**src/jdrc_pkg.sv**
```systemverilog
`timescale 1ns / 1ps
// ----------------------------------------------------------------------------
// jdrc_pkg
// Shared types and constants of the joystick drive remote controller.
// ----------------------------------------------------------------------------
package jdrc_pkg;

    localparam int unsigned COUNT_WIDTH_DEF = 16;
    localparam int unsigned BYTE_W          = 8;
    localparam int unsigned HOLD_W          = 16;
    localparam int unsigned ZONE_W          = 8;
    localparam int unsigned PERIOD_W        = 11;
    localparam int unsigned CFG_IDX_W       = 3;
    localparam int unsigned CFG_DATA_W      = 16;
    localparam int unsigned FRAME_LEN       = 3;
    localparam int unsigned FILL_W          = 2;

    localparam logic [BYTE_W-1:0]   FRAME_HEAD   = 8'h55;
    localparam logic [BYTE_W-1:0]   CONFIG_BYTE  = 8'h00;
    localparam logic [BYTE_W-1:0]   AUTO_RIGHT   = 8'h21;
    localparam logic [BYTE_W-1:0]   AUTO_LEFT    = 8'h78;
    localparam logic [BYTE_W-1:0]   WHEEL_CENTRE = 8'd128;
    localparam logic [BYTE_W-1:0]   MIX_BIAS     = 8'd127;
    localparam logic [PERIOD_W-1:0] PERIOD_SLOW  = 11'd1000;
    localparam logic [PERIOD_W-1:0] PERIOD_MID   = 11'd200;
    localparam logic [PERIOD_W-1:0] PERIOD_FAST  = 11'd100;

    localparam logic [HOLD_W-1:0] MODE_HOLD_RST = 16'd2000;
    localparam logic [HOLD_W-1:0] AUTO_HOLD_RST = 16'd500;
    localparam logic [ZONE_W-1:0] DEAD_ZONE_RST = 8'd16;
    localparam logic [HOLD_W-1:0] HEARTBEAT_RST = 16'd5;

    typedef enum logic [CFG_IDX_W-1:0] {
        REG_MODE_HOLD = 3'd0,
        REG_AUTO_HOLD = 3'd1,
        REG_X_ZONE    = 3'd2,
        REG_Y_ZONE    = 3'd3,
        REG_HEARTBEAT = 3'd4
    } cfg_reg_t;

    typedef enum logic {
        MODE_RUN    = 1'b0,
        MODE_CONFIG = 1'b1
    } drive_mode_t;

    typedef enum logic {
        ITEM_TICK   = 1'b0,
        ITEM_SAMPLE = 1'b1
    } item_kind_t;

    // Returns the signed axis offset from centre as a wrapped byte, or zero
    // inside the dead zone.
    function automatic logic [BYTE_W-1:0] axis_offset(input logic [BYTE_W-1:0] pos,
                                                      input logic [ZONE_W-1:0] zone);
        logic [BYTE_W:0] sum_lo;
        logic [BYTE_W:0] sum_hi;
        sum_lo = {1'b0, pos} + {1'b0, zone};
        sum_hi = {1'b0, WHEEL_CENTRE} + {1'b0, zone};
        if ((sum_lo > {1'b0, WHEEL_CENTRE}) && ({1'b0, pos} < sum_hi))
        begin
            return '0;
        end
        return pos ^ WHEEL_CENTRE;
    endfunction

endpackage

```
**src/jdrc_in_if.sv**
```systemverilog
`timescale 1ns / 1ps
// ----------------------------------------------------------------------------
// jdrc_in_if
// Input channel: ticks and controller samples with valid/ready handshake.
// ----------------------------------------------------------------------------
interface jdrc_in_if
    import jdrc_pkg::*;
();
    logic              valid;
    logic              ready;
    logic              func;
    logic [BYTE_W-1:0] joy_x;
    logic [BYTE_W-1:0] joy_y;
    logic [BYTE_W-1:0] button_byte;

    modport source (output valid, func, joy_x, joy_y, button_byte, input ready);
    modport sink   (input valid, func, joy_x, joy_y, button_byte, output ready);
endinterface

```
**src/jdrc_out_if.sv**
```systemverilog
`timescale 1ns / 1ps
// ----------------------------------------------------------------------------
// jdrc_out_if
// Output channel: frame bytes and status levels with valid/ready handshake.
// ----------------------------------------------------------------------------
interface jdrc_out_if
    import jdrc_pkg::*;
();
    logic              valid;
    logic              ready;
    logic              byte_valid;
    logic [BYTE_W-1:0] tx_byte;
    logic              last;
    logic              red_led;
    logic              green_led;
    logic              setup_mode;

    modport source (output valid, byte_valid, tx_byte, last, red_led, green_led,
                    setup_mode, input ready);
    modport sink   (input valid, byte_valid, tx_byte, last, red_led, green_led,
                    setup_mode, output ready);
endinterface

```
**src/joystick_drive_remote_controller.sv**
```systemverilog
`timescale 1ns / 1ps
// ----------------------------------------------------------------------------
// joystick_drive_remote_controller
// Arcade drive mixer with dead zone, button hold timers, LED blink and
// heartbeat frame generation.
// ----------------------------------------------------------------------------
// Items enter an input register at up to one per cycle and are processed
// from it; a sample waits there until the frame buffer is free, which
// stalls the input. A tick gives no transfer on the output. A sample
// writes its results into a three-entry frame buffer and gives three
// output transfers (0x55, right, left) when a run-mode frame is due,
// otherwise one; the frame buffer drains one byte per cycle while the
// output is ready. Configuration writes take effect at the clock edge at
// which cfg_we is high and should be made only while the block is idle.
module joystick_drive_remote_controller
    import jdrc_pkg::*;
#(
    parameter int unsigned COUNT_WIDTH = COUNT_WIDTH_DEF
)
(
    input  logic                  clk,
    input  logic                  rst_n,
    jdrc_in_if.sink               samples,
    jdrc_out_if.source            frames,
    input  logic                  cfg_we,
    input  logic [CFG_IDX_W-1:0]  cfg_index,
    input  logic [CFG_DATA_W-1:0] cfg_data
);

    localparam int unsigned CW    = COUNT_WIDTH;
    localparam int unsigned CMP_W = (CW > HOLD_W) ? CW : HOLD_W;
    localparam logic [CW-1:0] CNT_MAX = {CW{1'b1}};

    logic [HOLD_W-1:0]   mode_hold_reg;
    logic [HOLD_W-1:0]   auto_hold_reg;
    logic [ZONE_W-1:0]   x_zone_reg;
    logic [ZONE_W-1:0]   y_zone_reg;
    logic [HOLD_W-1:0]   heartbeat_ms_reg;

    logic                s1_valid_reg;
    logic                s1_func_reg;
    logic [BYTE_W-1:0]   s1_x_reg;
    logic [BYTE_W-1:0]   s1_y_reg;
    logic [BYTE_W-1:0]   s1_btn_reg;

    drive_mode_t         mode_reg, mode_next;
    logic                button_z_reg, button_z_next;
    logic                button_c_reg, button_c_next;
    logic [CW-1:0]       both_hold_reg, both_hold_next;
    logic [CW-1:0]       c_hold_reg, c_hold_next;
    logic [CW-1:0]       z_hold_reg, z_hold_next;
    logic [CW-1:0]       red_count_reg, red_count_next;
    logic [CW-1:0]       green_count_reg, green_count_next;
    logic [CW-1:0]       hb_count_reg, hb_count_next;
    logic [PERIOD_W-1:0] red_period_reg, red_period_next;
    logic [PERIOD_W-1:0] green_period_reg, green_period_next;
    logic                red_level_reg, red_level_next;
    logic                green_level_reg, green_level_next;
    logic [BYTE_W-1:0]   right_wheel_reg, right_wheel_next;
    logic [BYTE_W-1:0]   left_wheel_reg, left_wheel_next;

    logic [FILL_W-1:0]   obuf_cnt_reg, obuf_cnt_next;
    logic [BYTE_W-1:0]   obuf_byte_reg [FRAME_LEN];
    logic [BYTE_W-1:0]   obuf_byte_next [FRAME_LEN];
    logic                obuf_bv_reg, obuf_bv_next;

    logic                out_xfer;
    logic                buf_free;
    logic                s1_fire;
    logic                in_xfer;
    logic                btn_z;
    logic                btn_c;
    logic                send;
    logic [BYTE_W-1:0]   dx;
    logic [BYTE_W-1:0]   dy;
    logic [BYTE_W-1:0]   mix_right;
    logic [BYTE_W-1:0]   mix_left;

    assign out_xfer = frames.valid && frames.ready;
    assign buf_free = (obuf_cnt_reg == '0) || ((obuf_cnt_reg == FILL_W'(1)) && frames.ready);
    assign s1_fire  = s1_valid_reg && ((s1_func_reg == ITEM_TICK) || buf_free);
    assign samples.ready = !s1_valid_reg || s1_fire;
    assign in_xfer  = samples.valid && samples.ready;

    assign frames.valid      = (obuf_cnt_reg != '0);
    assign frames.byte_valid = obuf_bv_reg;
    assign frames.tx_byte    = obuf_byte_reg[0];
    assign frames.last       = (obuf_cnt_reg == FILL_W'(1));
    assign frames.red_led    = red_level_reg;
    assign frames.green_led  = green_level_reg;
    assign frames.setup_mode = (mode_reg == MODE_CONFIG);

    assign btn_z     = ~s1_btn_reg[0];
    assign btn_c     = ~s1_btn_reg[1];
    assign dx        = axis_offset(s1_x_reg, x_zone_reg);
    assign dy        = axis_offset(s1_y_reg, y_zone_reg);
    assign mix_right = MIX_BIAS - dy - dx;
    assign mix_left  = MIX_BIAS - dy + dx;
    assign send      = CMP_W'(hb_count_reg) >= CMP_W'(heartbeat_ms_reg);

    always_ff @(posedge clk or negedge rst_n)
    begin
        if (!rst_n)
        begin
            mode_hold_reg    <= MODE_HOLD_RST;
            auto_hold_reg    <= AUTO_HOLD_RST;
            x_zone_reg       <= DEAD_ZONE_RST;
            y_zone_reg       <= DEAD_ZONE_RST;
            heartbeat_ms_reg <= HEARTBEAT_RST;
        end
        else if (cfg_we)
        begin
            case (cfg_index)
                REG_MODE_HOLD: mode_hold_reg    <= cfg_data;
                REG_AUTO_HOLD: auto_hold_reg    <= cfg_data;
                REG_X_ZONE:    x_zone_reg       <= cfg_data[ZONE_W-1:0];
                REG_Y_ZONE:    y_zone_reg       <= cfg_data[ZONE_W-1:0];
                REG_HEARTBEAT: heartbeat_ms_reg <= cfg_data;
                default:       ;
            endcase
        end
    end

    always_ff @(posedge clk or negedge rst_n)
    begin
        if (!rst_n)
        begin
            s1_valid_reg <= 1'b0;
        end
        else if (samples.ready)
        begin
            s1_valid_reg <= samples.valid;
        end
    end

    always_ff @(posedge clk)
    begin
        if (in_xfer)
        begin
            s1_func_reg <= samples.func;
            s1_x_reg    <= samples.joy_x;
            s1_y_reg    <= samples.joy_y;
            s1_btn_reg  <= samples.button_byte;
        end
    end

    always_comb
    begin
        mode_next         = mode_reg;
        button_z_next     = button_z_reg;
        button_c_next     = button_c_reg;
        both_hold_next    = both_hold_reg;
        c_hold_next       = c_hold_reg;
        z_hold_next       = z_hold_reg;
        red_count_next    = red_count_reg;
        green_count_next  = green_count_reg;
        hb_count_next     = hb_count_reg;
        red_period_next   = red_period_reg;
        green_period_next = green_period_reg;
        red_level_next    = red_level_reg;
        green_level_next  = green_level_reg;
        right_wheel_next  = right_wheel_reg;
        left_wheel_next   = left_wheel_reg;
        obuf_cnt_next     = obuf_cnt_reg;
        obuf_bv_next      = obuf_bv_reg;
        for (int i = 0; i < FRAME_LEN; i++)
        begin
            obuf_byte_next[i] = obuf_byte_reg[i];
        end

        if (out_xfer)
        begin
            obuf_cnt_next = obuf_cnt_reg - FILL_W'(1);
            for (int i = 0; i < FRAME_LEN - 1; i++)
            begin
                obuf_byte_next[i] = obuf_byte_reg[i+1];
            end
        end

        if (s1_fire && (s1_func_reg == ITEM_TICK))
        begin
            hb_count_next    = (hb_count_reg == CNT_MAX) ? CNT_MAX : hb_count_reg + CW'(1);
            red_count_next   = (red_count_reg == CNT_MAX) ? CNT_MAX : red_count_reg + CW'(1);
            green_count_next = (green_count_reg == CNT_MAX) ? CNT_MAX
                                                            : green_count_reg + CW'(1);
            if (button_z_reg && button_c_reg)
            begin
                both_hold_next    = (both_hold_reg == CNT_MAX) ? CNT_MAX
                                                               : both_hold_reg + CW'(1);
                red_period_next   = PERIOD_FAST;
                green_period_next = PERIOD_FAST;
            end
            else
            begin
                both_hold_next = '0;
                if (!button_c_reg)
                begin
                    c_hold_next = '0;
                end
                else if (c_hold_reg != CNT_MAX)
                begin
                    c_hold_next = c_hold_reg + CW'(1);
                end
                if (!button_z_reg)
                begin
                    z_hold_next = '0;
                end
                else if (z_hold_reg != CNT_MAX)
                begin
                    z_hold_next = z_hold_reg + CW'(1);
                end
            end
        end
        else if (s1_fire)
        begin
            button_z_next = btn_z;
            button_c_next = btn_c;

            if (z_hold_reg != '0)
            begin
                z_hold_next      = '0;
                right_wheel_next = WHEEL_CENTRE;
                left_wheel_next  = WHEEL_CENTRE;
            end
            else if (mode_reg == MODE_RUN)
            begin
                if (CMP_W'(both_hold_reg) > CMP_W'(mode_hold_reg))
                begin
                    both_hold_next    = '0;
                    red_period_next   = PERIOD_MID;
                    green_period_next = PERIOD_MID;
                    mode_next         = MODE_CONFIG;
                end
                else if (both_hold_reg != '0)
                begin
                    red_period_next   = PERIOD_FAST;
                    green_period_next = PERIOD_MID;
                end
                else
                begin
                    red_period_next   = PERIOD_SLOW;
                    green_period_next = PERIOD_SLOW;
                    if (CMP_W'(c_hold_reg) > CMP_W'(auto_hold_reg))
                    begin
                        c_hold_next      = '0;
                        right_wheel_next = AUTO_RIGHT;
                        left_wheel_next  = AUTO_LEFT;
                        red_level_next   = 1'b1;
                        green_level_next = 1'b1;
                    end
                    else
                    begin
                        right_wheel_next = mix_right;
                        left_wheel_next  = mix_left;
                    end
                end
            end
            else
            begin
                if (CMP_W'(both_hold_reg) > CMP_W'(mode_hold_reg))
                begin
                    both_hold_next    = '0;
                    red_period_next   = PERIOD_SLOW;
                    green_period_next = PERIOD_SLOW;
                    mode_next         = MODE_RUN;
                end
                else if (both_hold_reg != '0)
                begin
                    red_period_next   = PERIOD_MID;
                    green_period_next = PERIOD_MID;
                end
            end

            if (CMP_W'(red_count_reg) > CMP_W'(red_period_next))
            begin
                red_count_next = '0;
                red_level_next = ~red_level_next;
            end
            if (CMP_W'(green_count_reg) > CMP_W'(green_period_next))
            begin
                green_count_next = '0;
                green_level_next = ~green_level_next;
            end

            if (send)
            begin
                hb_count_next = '0;
                obuf_bv_next  = 1'b1;
                if (mode_next == MODE_RUN)
                begin
                    obuf_cnt_next     = FILL_W'(FRAME_LEN);
                    obuf_byte_next[0] = FRAME_HEAD;
                    obuf_byte_next[1] = right_wheel_next;
                    obuf_byte_next[2] = left_wheel_next;
                end
                else
                begin
                    obuf_cnt_next     = FILL_W'(1);
                    obuf_byte_next[0] = CONFIG_BYTE;
                end
            end
            else
            begin
                obuf_bv_next      = 1'b0;
                obuf_cnt_next     = FILL_W'(1);
                obuf_byte_next[0] = '0;
            end
        end
    end

    always_ff @(posedge clk or negedge rst_n)
    begin
        if (!rst_n)
        begin
            mode_reg         <= MODE_RUN;
            button_z_reg     <= 1'b0;
            button_c_reg     <= 1'b0;
            both_hold_reg    <= '0;
            c_hold_reg       <= '0;
            z_hold_reg       <= '0;
            red_count_reg    <= '0;
            green_count_reg  <= '0;
            hb_count_reg     <= '0;
            red_period_reg   <= PERIOD_SLOW;
            green_period_reg <= PERIOD_SLOW;
            red_level_reg    <= 1'b0;
            green_level_reg  <= 1'b0;
            right_wheel_reg  <= WHEEL_CENTRE;
            left_wheel_reg   <= WHEEL_CENTRE;
            obuf_cnt_reg     <= '0;
        end
        else
        begin
            mode_reg         <= mode_next;
            button_z_reg     <= button_z_next;
            button_c_reg     <= button_c_next;
            both_hold_reg    <= both_hold_next;
            c_hold_reg       <= c_hold_next;
            z_hold_reg       <= z_hold_next;
            red_count_reg    <= red_count_next;
            green_count_reg  <= green_count_next;
            hb_count_reg     <= hb_count_next;
            red_period_reg   <= red_period_next;
            green_period_reg <= green_period_next;
            red_level_reg    <= red_level_next;
            green_level_reg  <= green_level_next;
            right_wheel_reg  <= right_wheel_next;
            left_wheel_reg   <= left_wheel_next;
            obuf_cnt_reg     <= obuf_cnt_next;
        end
    end

    always_ff @(posedge clk)
    begin
        obuf_bv_reg <= obuf_bv_next;
        for (int i = 0; i < FRAME_LEN; i++)
        begin
            obuf_byte_reg[i] <= obuf_byte_next[i];
        end
    end

endmodule

```
**src/flat_wrapper.sv**
```systemverilog
// flat-port wrapper written by rule: the top's interface ports become plain ports
module joystick_drive_remote_controller_flat import jdrc_pkg::*;
#(
    parameter int unsigned COUNT_WIDTH = COUNT_WIDTH_DEF
)
  (clk, rst_n, cfg_we, cfg_index, cfg_data, samples_valid, samples_func, samples_joy_x, samples_joy_y, samples_button_byte, samples_ready, frames_valid, frames_byte_valid, frames_tx_byte, frames_last, frames_red_led, frames_green_led, frames_setup_mode, frames_ready);
  jdrc_in_if samples_i ();
  jdrc_out_if frames_i ();
  input  logic clk;
  input  logic rst_n;
  input  logic cfg_we;
  input  logic [CFG_IDX_W-1:0] cfg_index;
  input  logic [CFG_DATA_W-1:0] cfg_data;
  input wire logic [$bits(samples_i.valid)-1:0] samples_valid;
  input wire logic [$bits(samples_i.func)-1:0] samples_func;
  input wire logic [$bits(samples_i.joy_x)-1:0] samples_joy_x;
  input wire logic [$bits(samples_i.joy_y)-1:0] samples_joy_y;
  input wire logic [$bits(samples_i.button_byte)-1:0] samples_button_byte;
  output wire logic [$bits(samples_i.ready)-1:0] samples_ready;
  output wire logic [$bits(frames_i.valid)-1:0] frames_valid;
  output wire logic [$bits(frames_i.byte_valid)-1:0] frames_byte_valid;
  output wire logic [$bits(frames_i.tx_byte)-1:0] frames_tx_byte;
  output wire logic [$bits(frames_i.last)-1:0] frames_last;
  output wire logic [$bits(frames_i.red_led)-1:0] frames_red_led;
  output wire logic [$bits(frames_i.green_led)-1:0] frames_green_led;
  output wire logic [$bits(frames_i.setup_mode)-1:0] frames_setup_mode;
  input wire logic [$bits(frames_i.ready)-1:0] frames_ready;
  assign samples_i.valid = samples_valid;
  assign samples_i.func = samples_func;
  assign samples_i.joy_x = samples_joy_x;
  assign samples_i.joy_y = samples_joy_y;
  assign samples_i.button_byte = samples_button_byte;
  assign samples_ready = samples_i.ready;
  assign frames_valid = frames_i.valid;
  assign frames_byte_valid = frames_i.byte_valid;
  assign frames_tx_byte = frames_i.tx_byte;
  assign frames_last = frames_i.last;
  assign frames_red_led = frames_i.red_led;
  assign frames_green_led = frames_i.green_led;
  assign frames_setup_mode = frames_i.setup_mode;
  assign frames_i.ready = frames_ready;
  joystick_drive_remote_controller #(.COUNT_WIDTH(COUNT_WIDTH)) u_core (.clk(clk), .rst_n(rst_n), .samples(samples_i), .frames(frames_i), .cfg_we(cfg_we), .cfg_index(cfg_index), .cfg_data(cfg_data));
endmodule
```
**config.mk**
```make
export PLATFORM = sky130hd
export DESIGN_NAME = joystick_drive_remote_controller_flat
export DESIGN_NICKNAME = d
export VERILOG_FILES = /design/src/jdrc_pkg.sv /design/src/jdrc_in_if.sv /design/src/jdrc_out_if.sv /design/src/joystick_drive_remote_controller.sv /design/src/flat_wrapper.sv
export SDC_FILE = /design/constraint.sdc
export NUM_CORES = 1
export LEC_CHECK = 0
export BUFFER_PORTS_ARGS = -buffer_cell sky130_fd_sc_hd__buf_2
export CORE_ASPECT_RATIO = 1.4
export CORE_MARGIN = 8
export CORE_UTILIZATION = 55
export CTS_BUF_LIST = sky130_fd_sc_hd__clkbuf_4
export CTS_CLUSTER_SIZE = 40
export DETAILED_ROUTE_END_ITERATION = 10
export PLACE_DENSITY = 0.75
export SYNTH_ARGS = -nofsm -noshare
export SYNTH_HDL_FRONTEND = slang
export SYNTH_SLANG_ARGS = --single-unit
```
**constraint.sdc**
```tcl
create_clock -name clk -period 4.25 [get_ports clk]
set_input_delay 0.425 -clock clk [delete_from_list [all_inputs] [get_ports clk]]
set_output_delay 0.425 -clock clk [all_outputs]
set_load 0.01 [all_outputs]
```
==> impl_metrics.tcl, run 1 <==
set metrics [dict create \
    outcome "completed" \
    comb_power_share_pct 41.3 \
    cp.required_ns 4.84 \
    grt_usage_pct 22.2 \
    regToRegStartpoint "u_core.mode_hold_reg[6]$_DFFE_PN1P_" \
    layout_common_cells "202 x o21ai_0, 176 x dfrtp_1, 170 x nand2_1, 127 x inv_1, 115 x ha_1" \
    netlist_area_um2 14900 \
    hp-start "cfg_data[3]" \
    cap_violations 0 \
    post_drt_wl_per_cell_um 16.5 \
    switching_share_pct 37.8 \
    globalRoute.totalOverflow 0 \
    dieWidth_um 155 \
    min_to "u_core.auto_hold_reg[3]$_DFFE_PN0P_" \
    skew_ns 0.0475 \
    dp_hpwl_um 24800 \
    crit_buf_inv 5 \
    cts-htree-levels 3 \
    final_common_cell "o21ai_0" \
    r2r-end "u_core.red_count_reg[9]$_DFFE_PN0P_" \
    cts_sinks 250 \
    fin_cells 2243 \
    finalMaxSlewViolations 0 \
    async_reset_ff_share_pct 82.4 \
    ys_types 76 \
    multi_input_area_um2 8170 \
    core_area_um2 26700 \
    crit_top_cell "buf_4" \
    rows 71 \
    r2r_setup_slack_ns 0.03 \
    power_density_nw_per_um2 553 \
    rsz0062_at_grt "true" \
    slowest_stage "dfstp_2" \
    place_inst 2061 \
    min_path_cells 3 \
    clk_pin_slew_ns 0.07 \
    initial_core_util_pct 55.7 \
    ys_dominant_reg_cell "dfrtp_1" \
    grt_max_degree 113 \
    cts_buffer_depth 3 \
    wl_um 37000 \
    vdd_drop_max_mv 0.406 \
    holdWs_ns 0.0677 \
    cts_tree "yes" \
    power.share.clock_pct 25.0 \
    antenna_left 0 \
    arrival_ns 4.81 \
    grt_pass1_wl_um 60000 \
    p_switching_mw 3.69 \
    synth_edf_count 28 \
    utilization_pct 65.9 \
    insertion_delay_ns 0.70 \
    critical-path-top-delay-family "compound AO/OA/AOI/OAI gates" \
    max_freq_mhz 237 \
    dr.pass1.iters 8 \
    synthCells 1668 \
    startpoint_type "flip-flop" \
    cp-end-kind "flip-flop" \
    num_vias 12880 \
    drt-vias-per-instance 5.74 \
    path_class "flip-flop to flip-flop" \
    seqPwrFrac_pct 33.7 \
    pin_count 64 \
    drc_errors 0 \
    grt_pass1_vias 12585 \
    setup_viol 0 \
    largest_reg_flops 24 \
    slew_headroom_pct 22.9 \
    die_h_um 211 \
    critPathMaxStageDelay_ns 0.52 \
    finalNetCount 1999 \
    power.internal_mw 6.06 \
    finalHoldViolations 0 \
    setup_tns_ns 0 \
    layout-drive-gt1-share_pct 20.5 \
    cts_buffers 69 \
    clock-root-buffer "clkbuf_4" \
    reg2reg_depth 19 \
    path_max_fanout 5 \
    finalPower_mw 9.74 \
    gp_congestion 0.867 \
    synth-seq-cells 250 \
    n_fill_cell 2084 \
    seqCellArea_um2 6350 \
    dieArea_um2 32700 \
    path_cells "inv_2 > ha_4 > nand4_1 > nor4_2 > o21ai_1 > a41oi_2 > buf_4 > buf_4 > mux2i_1 > nand2_2 > o21ai_1 > ha_1 > a2111oi_4 > buf_4 > a221o_1 > a31oi_4 > buf_4 > a21boi_0 > a21o_1" \
    period_share_pct 99.4 \
    p_leak_nw 8.17 \
    numPortBuffers 57 \
    avgSynthCellArea_um2 8.93 \
    worst_slew_pin_slew_ns 1.16 \
    area_growth_pct 18.2 \
    hp-class "input port to flip-flop" \
    yosysSeqAreaShare_pct 42.7 \
    fin_crit_ns 4.22 \
    grt_antenna_before_repair 2 \
    yosysWarnings 0 \
    synth_nets 1848 \
    drtIter0Drc 919 \
]
-- worst register-to-register path: stages (launching register included) --
cell	delay, ns
dfstp_2	0.52
inv_2	0.05
ha_4	0.26
nand4_1	0.14
nor4_2	0.39
o21ai_1	0.13
a41oi_2	0.26
buf_4	0.16
buf_4	0.10
mux2i_1	0.21
nand2_2	0.14
o21ai_1	0.20
ha_1	0.27
a2111oi_4	0.09
buf_4	0.15
a221o_1	0.41
a31oi_4	0.25
buf_4	0.19
a21boi_0	0.08
a21o_1	0.15
-- layout make-up --
cell class	instances	area share, %
Antenna cell	2	0.0284
Clock buffer	112	4.77
Clock inverter	16	0.803
Inverter	134	2.86
Multi-Input combinational cell	1210	46.4
Sequential cell	250	36.1
Tap cell	365	2.59
Timing Repair Buffer	154	6.50
-- timing repair --
item / 4_1_cts / 5_1_grt
gates resized for setup: 5 / 100
cloned: 0 / 1
buffers inserted: 4 / 17
endpoints found under the setup margin: 14 / 47
hold buffers: 30 / 0
hold endpoints to repair: 86 / 0
pin swaps: 2 / 39
-- routing by layer --
layer	share of wire (%)	GRT usage, %	vias up
met1	42	26.9	6230
li1	-	-	6238
met3	4.8	3.77	73
met5	0	0	-
met4	2.3	8.13	0
met2	51	38.8	339
-- worst max-delay path by stage --
stage                                         startpoint                               endpoint  slack, ns  cells after the start
global route         u_core.mode_hold_reg[7]$_DFFE_PN1P_   u_core.red_count_reg[13]$_DFFE_PN0P_      -0.20                     20
finish               u_core.mode_hold_reg[6]$_DFFE_PN1P_    u_core.red_count_reg[9]$_DFFE_PN0P_       0.03                     19
CTS                 u_core.both_hold_reg[15]$_DFFE_PN0P_   u_core.red_count_reg[13]$_DFFE_PN0P_       0.02                     17
detailed placement   u_core.mode_hold_reg[9]$_DFFE_PN1P_    u_core.red_count_reg[7]$_DFFE_PN0P_      -0.02                     20
floorplan            u_core.mode_hold_reg[9]$_DFFE_PN1P_   u_core.red_count_reg[10]$_DFFE_PN0P_       0.04                     21
global placement     u_core.mode_hold_reg[9]$_DFFE_PN1P_  u_core.green_count_reg[3]$_DFFE_PN0P_      -0.01                     21
-- through the flow --
step / area [µm²] / setup slack [ns]
detailed placement: 15700 / -0.0239
global route: 17600 / -0.196
floorplan: 14900 / 0.0356
finish: 17600 / 0.0260
global placement: 15700 / -0.0124
CTS: 17000 / 0.0154
-- logic make-up (layout without fill, tap and decap cells) --
| kind of cell | count (synthesis) | count (layout) | synth area share [%] |
|---|---|---|---|
| other | 0 | 2 | 0 |
| multiplexers | 23 | 23 | 1.69 |
| AO/OA/AOI/OAI | 486 | 486 | 19.7 |
| AND/OR/NAND/NOR | 551 | 551 | 18.1 |
| XOR/XNOR | 19 | 19 | 1.17 |
| flip-flops | 250 | 250 | 42.7 |
| buffers and inverters | 208 | 416 | 5.51 |
| adder cells (fa/ha/maj) | 131 | 131 | 11.2 |
-- Yosys cell counts (10+ instances only) --
cell / n / share of area (%)
nand3_1: 53 / 1.8
mux2_2: 17 / 1.3
o21ai_1: 10 / 0.34
a31oi_1: 21 / 0.88
o31ai_1: 18 / 0.91
xnor2_1: 14 / 0.82
inv_1: 134 / 3.4
nand2_1: 173 / 4.4
and2_1: 18 / 0.76
nor2b_1: 16 / 0.67
a21o_1: 27 / 1.4
clkbuf_1: 53 / 1.3
and3_1: 52 / 2.2
o21ai_0: 216 / 7.3
a21oi_1: 100 / 3.4
ha_1: 127 / 11
nor2_1: 116 / 2.9
o21a_1: 13 / 0.66
nand2b_1: 30 / 1.3
dfrtp_1: 176 / 30
nand4_1: 25 / 1.0
dfstp_2: 30 / 5.3
nor3_1: 25 / 0.84
edfxtp_1: 28 / 5.6
dfxtp_1: 16 / 2.2
-- power by group through the flow --
| stage | clock [mW] | sequential (mW) | combinational (mW) |
|---|---|---|---|
| finish | 2.43 | 3.29 | 4.02 |
| global route | 2.63 | 3.34 | 4.45 |
| CTS | 2.49 | 3.27 | 3.57 |
| detailed placement | 0 | 3.31 | 3.48 |
| global placement | 0 | 3.29 | 3.36 |
| floorplan | 0 | 3.22 | 2.59 |
Note: power is estimated with default switching activity, not from simulation.
==> run 2, diff against run 1 <==
REMOVE_ABC_BUFFERS = 1   (was unset)
==> run 2 against run 1 <==
Against the previous run:
- the run now ends with negative setup slack left
- global-route usage increased by 0.24 points
- critical path depth unchanged
- clock power shrank 5%
- worst setup slack worse by 0.12 ns
- fmax is 2.7% lower
- sequential power barely moved
- clock skew grew 0.0030 ns
- flip-flop and latch count unchanged
- core utilization is 1.2 points higher
- clock-buffer cell count shrank 4
- cell count increased by 0.53%
- routed wire length grew 5.3%
- critical path type unchanged
- largest power group unchanged
- highest routed layer unchanged
==> impl_metrics.tcl, run 2 (synthesis gave the netlist of run 1 again) <==
set metrics [dict create \
    fin_ws_ns -0.0931 \
    numPortBuffers 57 \
    rsz0062_at_grt "true" \
    largest_reg_flops 24 \
    holdWs_ns 0.0426 \
    grt_pass1_wl_um 60600 \
    final_common_cell "o21ai_0" \
    skew_ns 0.0505 \
    cp.required_ns 4.80 \
    fin_area_um2 17900 \
    cap_violations 0 \
    power_density_nw_per_um2 560 \
    cts_buffer_depth 3 \
    regToRegStartpoint "u_core.s1_y_reg[0]$_DFFE_PP_" \
    cts-htree-levels 3 \
    vdd_drop_max_mv 0.267 \
    drtIter0Drc 821 \
    area_growth_pct 20.3 \
    dr.pass1.iters 5 \
    clock-root-buffer "clkbuf_4" \
    arrival_ns 4.89 \
    insertion_delay_ns 0.69 \
    dpl_cell_area_um2 15800 \
    drc_errors 0 \
    finalPower_mw 10.0 \
    initial_core_util_pct 55.7 \
    fin_crit_ns 4.34 \
    finalNetCount 2016 \
    grt_usage_pct 22.4 \
    worst_slew_pin_slew_ns 1.33 \
    core_area_um2 26700 \
    critPathMaxStageDelay_ns 0.49 \
    cts_buffers 69 \
    dieWidth_um 155 \
    p_leak_nw 8.26 \
    hp-class "input port to flip-flop" \
    failed_checks "negative setup slack" \
    cts_tree "yes" \
    slew_headroom_pct 11.0 \
    clk_pin_slew_ns 0.07 \
    setup_viol 4 \
    path_cells "ha_2 > fa_1 > and2b_1 > o21ai_2 > a21oi_1 > a311oi_2 > a31o_4 > a21o_1 > nand2_2 > ha_1 > nor2b_1 > o21ai_0 > nand2b_1 > a21o_1 > a21oi_2 > xnor2_1 > or3_1 > o211ai_1 > a21oi_1" \
    min_path_cells 3 \
    pin_count 64 \
    setup_tns_ns -0.259 \
    startpoint_type "flip-flop" \
    gp_congestion 0.899 \
    max_freq_mhz 230 \
    finalHoldViolations 0 \
    layout-drive-gt1-share_pct 22.6 \
    post_drt_wl_per_cell_um 17.3 \
    die_h_um 211 \
    dp_hpwl_um 25500 \
    path_class "flip-flop to flip-flop" \
    finalMaxSlewViolations 0 \
    cts_sinks 250 \
    outcome "finished, violations left" \
    globalRoute.totalOverflow 0 \
    slowest_stage "edfxtp_1" \
    rows 71 \
    r2r_setup_slack_ns -0.09 \
    reg2reg_depth 19 \
    drt-vias-per-instance 5.85 \
    dieArea_um2 32700 \
    num_vias 13183 \
    wl_um 39000 \
    grt_antenna_before_repair 1 \
    antenna_left 0 \
    r2r-end "u_core.obuf_byte_reg[0][13]$_DFF_P_" \
    min_to "u_core.auto_hold_reg[14]$_DFFE_PN0P_" \
    grt_max_degree 101 \
    cp-end-kind "flip-flop" \
    grt_pass1_vias 12942 \
    layout_common_cells "182 x o21ai_0, 175 x dfrtp_1, 167 x nand2_1, 127 x inv_1, 110 x nor2_1" \
    period_share_pct 102 \
    path_max_fanout 3 \
    hp-start "cfg_data[14]" \
]
==> run 2: cell types whose count changed in the layout (fill, tap and decap cells not counted), moves of 3 or more <==
| cell | before | now |
|---|---|---|
| o21ai_1 | 19 | 30 |
| nand2_1 | 170 | 167 |
| ha_4 | 10 | 18 |
| buf_4 | 59 | 72 |
| clkbuf_4 | 112 | 108 |
| nor2_1 | 114 | 110 |
| ha_1 | 115 | 104 |
| o21ai_0 | 202 | 182 |
| ha_2 | 2 | 5 |
| nor2_4 | 0 | 3 |
| o21ai_2 | 5 | 14 |
==> run 2: routing by layer <==
metal | GRT usage (%) | share of wire (%) | vias up
met5 | 0 | 0 | -
met4 | 9.32 | 2.7 | 0
met3 | 4.71 | 5.6 | 80
met2 | 39.9 | 52 | 395
met1 | 25.6 | 40 | 6452
li1 | - | - | 6256
==> run 2: repair_timing <==
action                                 CTS  global route
hold buffers                            29             1
endpoints found under the hold margin  127             1
setup endpoints to repair               21            49
pin swaps                                2            69
gates cloned                             0             2
gates resized for setup                  4           164
buffers inserted                         2            29
==> run 2: cell type report <==
cell class / count / area, µm²
fill: 2051 / 8810
tap: 365 / 457
sequential: 250 / 6350
clock buffer: 108 / 811
clock inverter: 16 / 115
antenna: 1 / 2.50
multi-input combinational: 1210 / 8370
inverter: 134 / 503
timing repair buffer: 171 / 1310
==> run 2: power by group <==
group / internal (mW) / total, mW / switching [mW]
logic: 1.96 / 4.43 / 2.47
registers: 2.97 / 3.31 / 0.335
clock network: 1.28 / 2.31 / 1.03
==> run 2: worst max-delay path, delay by kind of cell (launching register included) <==
kind / cells / cell delay (ns)
AO/OA/AOI/OAI: 10 / 1.79
adder cells (fa/ha/maj): 3 / 0.98
AND/OR/NAND/NOR: 5 / 0.89
flip-flops: 1 / 0.49
XOR/XNOR: 1 / 0.07
==> run 2: worst max-delay path by stage <==
stage                                              from                                     to  slack [ns]
floorplan           u_core.mode_hold_reg[9]$_DFFE_PN1P_    u_core.red_count_reg[7]$_DFFE_PN0P_        0.05
global placement           u_core.s1_y_reg[0]$_DFFE_PP_  u_core.right_wheel_reg[5]$_DFFE_PN0P_        0.06
detailed placement  u_core.mode_hold_reg[9]$_DFFE_PN1P_  u_core.green_count_reg[3]$_DFFE_PN0P_       -0.03
CTS                    u_core.y_zone_reg[4]$_DFFE_PN1P_   u_core.left_wheel_reg[6]$_DFFE_PN0P_       0.001
global route               u_core.s1_y_reg[0]$_DFFE_PP_    u_core.obuf_byte_reg[0][13]$_DFF_P_       -0.33
finish                     u_core.s1_y_reg[0]$_DFFE_PP_    u_core.obuf_byte_reg[0][13]$_DFF_P_       -0.09
==> run 2: through the flow <==
stage               worst slack (ns)  std cells  util, %
global route                  -0.327       2255     67.0
finish                       -0.0931       2255     67.0
CTS                          0.00136       2222     63.6
global placement              0.0615       2067     58.9
detailed placement           -0.0254       2067     58.9
floorplan                     0.0496       1594        -
==> run 3, diff against run 2 <==
clock period = 3.82 ns   (was 4.25 ns; I/O delays follow)
==> run 3 against run 2 <==
Against the previous run:
- the run still ends with negative setup slack left
- non-clock buffer count increased by 97
- sequential power increased by 12%
- clock skew up 0.012 ns
- via count up 5.5%
- critical path type unchanged
- global-route usage is 1.7 points higher
- total power rose by 19%
- highest routed layer unchanged
- sequential share of layout area is 1.8 points lower
- worst hold slack got worse by 0.024 ns
==> impl_metrics.tcl, run 3 (synthesis gave the netlist of run 1 again) <==
set metrics [dict create \
    seqPwrFrac_pct 31.1 \
    power_density_nw_per_um2 631 \
    wl_um 43600 \
    finalMaxSlewViolations 0 \
    worst_slew_pin_slew_ns 0.927 \
    finalNetCount 2110 \
    initial_core_util_pct 55.7 \
    holdWs_ns 0.0191 \
    numPortBuffers 57 \
    dp_hpwl_um 26200 \
    clk_pin_slew_ns 0.09 \
    arrival_ns 4.99 \
    cts_buffer_depth 3 \
    cts_tree "yes" \
    cts_sinks 250 \
    globalRoute.totalOverflow 0 \
    clock-root-buffer "clkbuf_4" \
    setup_viol 54 \
    max_freq_mhz 228 \
    p_switching_mw 4.79 \
    skew_ns 0.0627 \
    gp_congestion 0.903 \
    slowest_stage "edfxtp_1" \
    finalHoldViolations 0 \
    antenna_left 0 \
    path_class "flip-flop to flip-flop" \
    fin_crit_ns 4.38 \
    critPathMaxStageDelay_ns 0.53 \
    drtIter0Drc 1146 \
    grt_pass1_vias 13632 \
    finalPower_mw 11.9 \
    post_drt_wl_per_cell_um 18.6 \
    p_leak_nw 8.77 \
    slew_headroom_pct 38.2 \
    insertion_delay_ns 0.73 \
    grt_pass1_wl_um 65100 \
    area_growth_pct 26.9 \
    core_area_um2 26700 \
    setup_tns_ns -18.55 \
    layout_common_cells "180 x o21ai_0, 176 x dfrtp_1, 163 x nand2_1, 161 x buf_4, 122 x inv_1" \
    cts_buffers 66 \
    grt_max_degree 101 \
    grt_usage_pct 24.2 \
    vdd_drop_max_mv 0.306 \
    rsz0062_at_grt "true" \
    cts-htree-levels 3 \
    cp.required_ns 4.43 \
    drc_errors 0 \
    final_common_cell "o21ai_0" \
    num_vias 13908 \
    die_h_um 211 \
    r2r_setup_slack_ns -0.56 \
    r2r-end "u_core.left_wheel_reg[6]$_DFFE_PN0P_" \
    pin_count 64 \
    hp-class "input port to flip-flop" \
    failed_checks "negative setup slack" \
    drt-vias-per-instance 5.92 \
    regToRegStartpoint "u_core.s1_y_reg[0]$_DFFE_PP_" \
    rows 71 \
    grt_antenna_before_repair 1 \
    power.internal_mw 7.13 \
    dieArea_um2 32700 \
    largest_reg_flops 24 \
    power.share.clock_pct 20.1 \
    comb_power_share_pct 48.8 \
    path_max_fanout 3 \
    fin_ws_ns -0.561 \
    cap_violations 0 \
    reg2reg_depth 20 \
    switching_share_pct 40.1 \
    path_cells "ha_4 > fa_2 > and2b_2 > o21ai_2 > nand2b_1 > xor2_2 > a31o_4 > a21o_4 > nand2_4 > ha_4 > inv_2 > fa_2 > o21bai_4 > a21oi_2 > o21bai_1 > a21oi_2 > xnor2_1 > nor3_2 > nor3_2 > mux2_4" \
    n_fill_cell 1856 \
    cp-end-kind "flip-flop" \
    min_to "u_core.y_zone_reg[0]$_DFFE_PN0P_" \
    layout-drive-gt1-share_pct 27.7 \
    startpoint_type "flip-flop" \
    preCtsSetupSlack_ns -0.415 \
    outcome "finished, violations left" \
    multi_input_area_um2 8730 \
    hp-start "cfg_data[0]" \
    period_share_pct 115 \
    min_path_cells 2 \
    seqCellArea_um2 6350 \
    dieWidth_um 155 \
    dr.pass1.iters 6 \
]
[run 3: changes by cell type in the layout (fill, tap and decap cells not counted), moves of 6 or more]
cell | before | now
nand2_4 | 1 | 8
clkbuf_4 | 108 | 92
buf_4 | 72 | 161
dlygate4sd3_1 | 30 | 36
clkinv_1 | 10 | 20
nor3_1 | 20 | 14
ha_1 | 104 | 93
ha_4 | 18 | 26
[run 3: worst max path at each step]
stage	from	cells after the start	end	slack, ns
6_report	u_core.s1_y_reg[0]$_DFFE_PP_	20	u_core.left_wheel_reg[6]$_DFFE_PN0P_	-0.56
4_1_cts	u_core.y_zone_reg[4]$_DFFE_PN1P_	20	u_core.left_wheel_reg[6]$_DFFE_PN0P_	-0.22
3_3_place_gp	u_core.s1_y_reg[0]$_DFFE_PP_	19	u_core.obuf_byte_reg[0][23]$_DFFE_PP_	-0.28
2_1_floorplan	u_core.mode_hold_reg[9]$_DFFE_PN1P_	19	u_core.red_count_reg[7]$_DFFE_PN0P_	-0.38
5_1_grt	u_core.s1_y_reg[0]$_DFFE_PP_	20	u_core.left_wheel_reg[6]$_DFFE_PN0P_	-0.63
3_5_place_dp	u_core.mode_hold_reg[9]$_DFFE_PN1P_	20	u_core.red_count_reg[1]$_DFFE_PN0P_	-0.41
[run 3: routing by layer]
metal  track usage (%)  vias to the layer above  part of all wire (%)
met3              4.30                      162                   5.7
met2              42.9                      564                    51
li1                  -                     6456                     -
met1              28.1                     6726                    39
met5                 0                        -                     0
met4              10.3                        0                   4.3
[run 3: worst max-delay path, delay by kind of cell (launching register included)]
| kind | cells | cell delay, ns |
|---|---|---|
| compound gates | 7 | 1.23 |
| fa+ha+maj | 4 | 1.12 |
| simple gates | 5 | 0.73 |
| flops | 1 | 0.53 |
| xor+xnor | 2 | 0.33 |
| mux | 1 | 0.27 |
| buf+inv | 1 | 0.04 |
[run 3: layout make-up]
class / count / area share, %
multi-input cells: 1210 / 46.2
flip-flops and latches: 250 / 33.6
repair buffers: 268 / 10.7
clock buffers: 92 / 3.65
inverters: 134 / 2.67
well taps: 365 / 2.42
clock inverters: 28 / 0.735
diodes: 1 / 0.0132
[run 3: stage by stage]
step                cells  utilization (%)  instance area [µm²]
finish               2348             70.7                18900
global route         2348             70.7                18900
CTS                  2328             67.6                18100
detailed placement   2146             61.1                16300
global placement     2146             61.1                16300
floorplan            1594                -                14600
[run 3: power by group through the flow]
| stage | combinational [mW] | sequential, mW | clock [mW] |
|---|---|---|---|
| 2_1_floorplan | 2.69 | 3.63 | 0 |
| 3_3_place_gp | 4.07 | 3.66 | 0 |
| 3_5_place_dp | 4.23 | 3.68 | 0 |
| 4_1_cts | 4.67 | 3.65 | 2.43 |
| 5_1_grt | 6.28 | 3.75 | 2.58 |
| 6_report | 5.81 | 3.71 | 2.40 |
[run 3: timing repair]
item                                    CTS  global route
setup buffers                            25            26
hold buffers                             36             0
hold endpoints to repair                145             0
resized for setup                        91           155
gates cloned                              1             1
pin swaps                                40            81
endpoints found under the setup margin   49            54
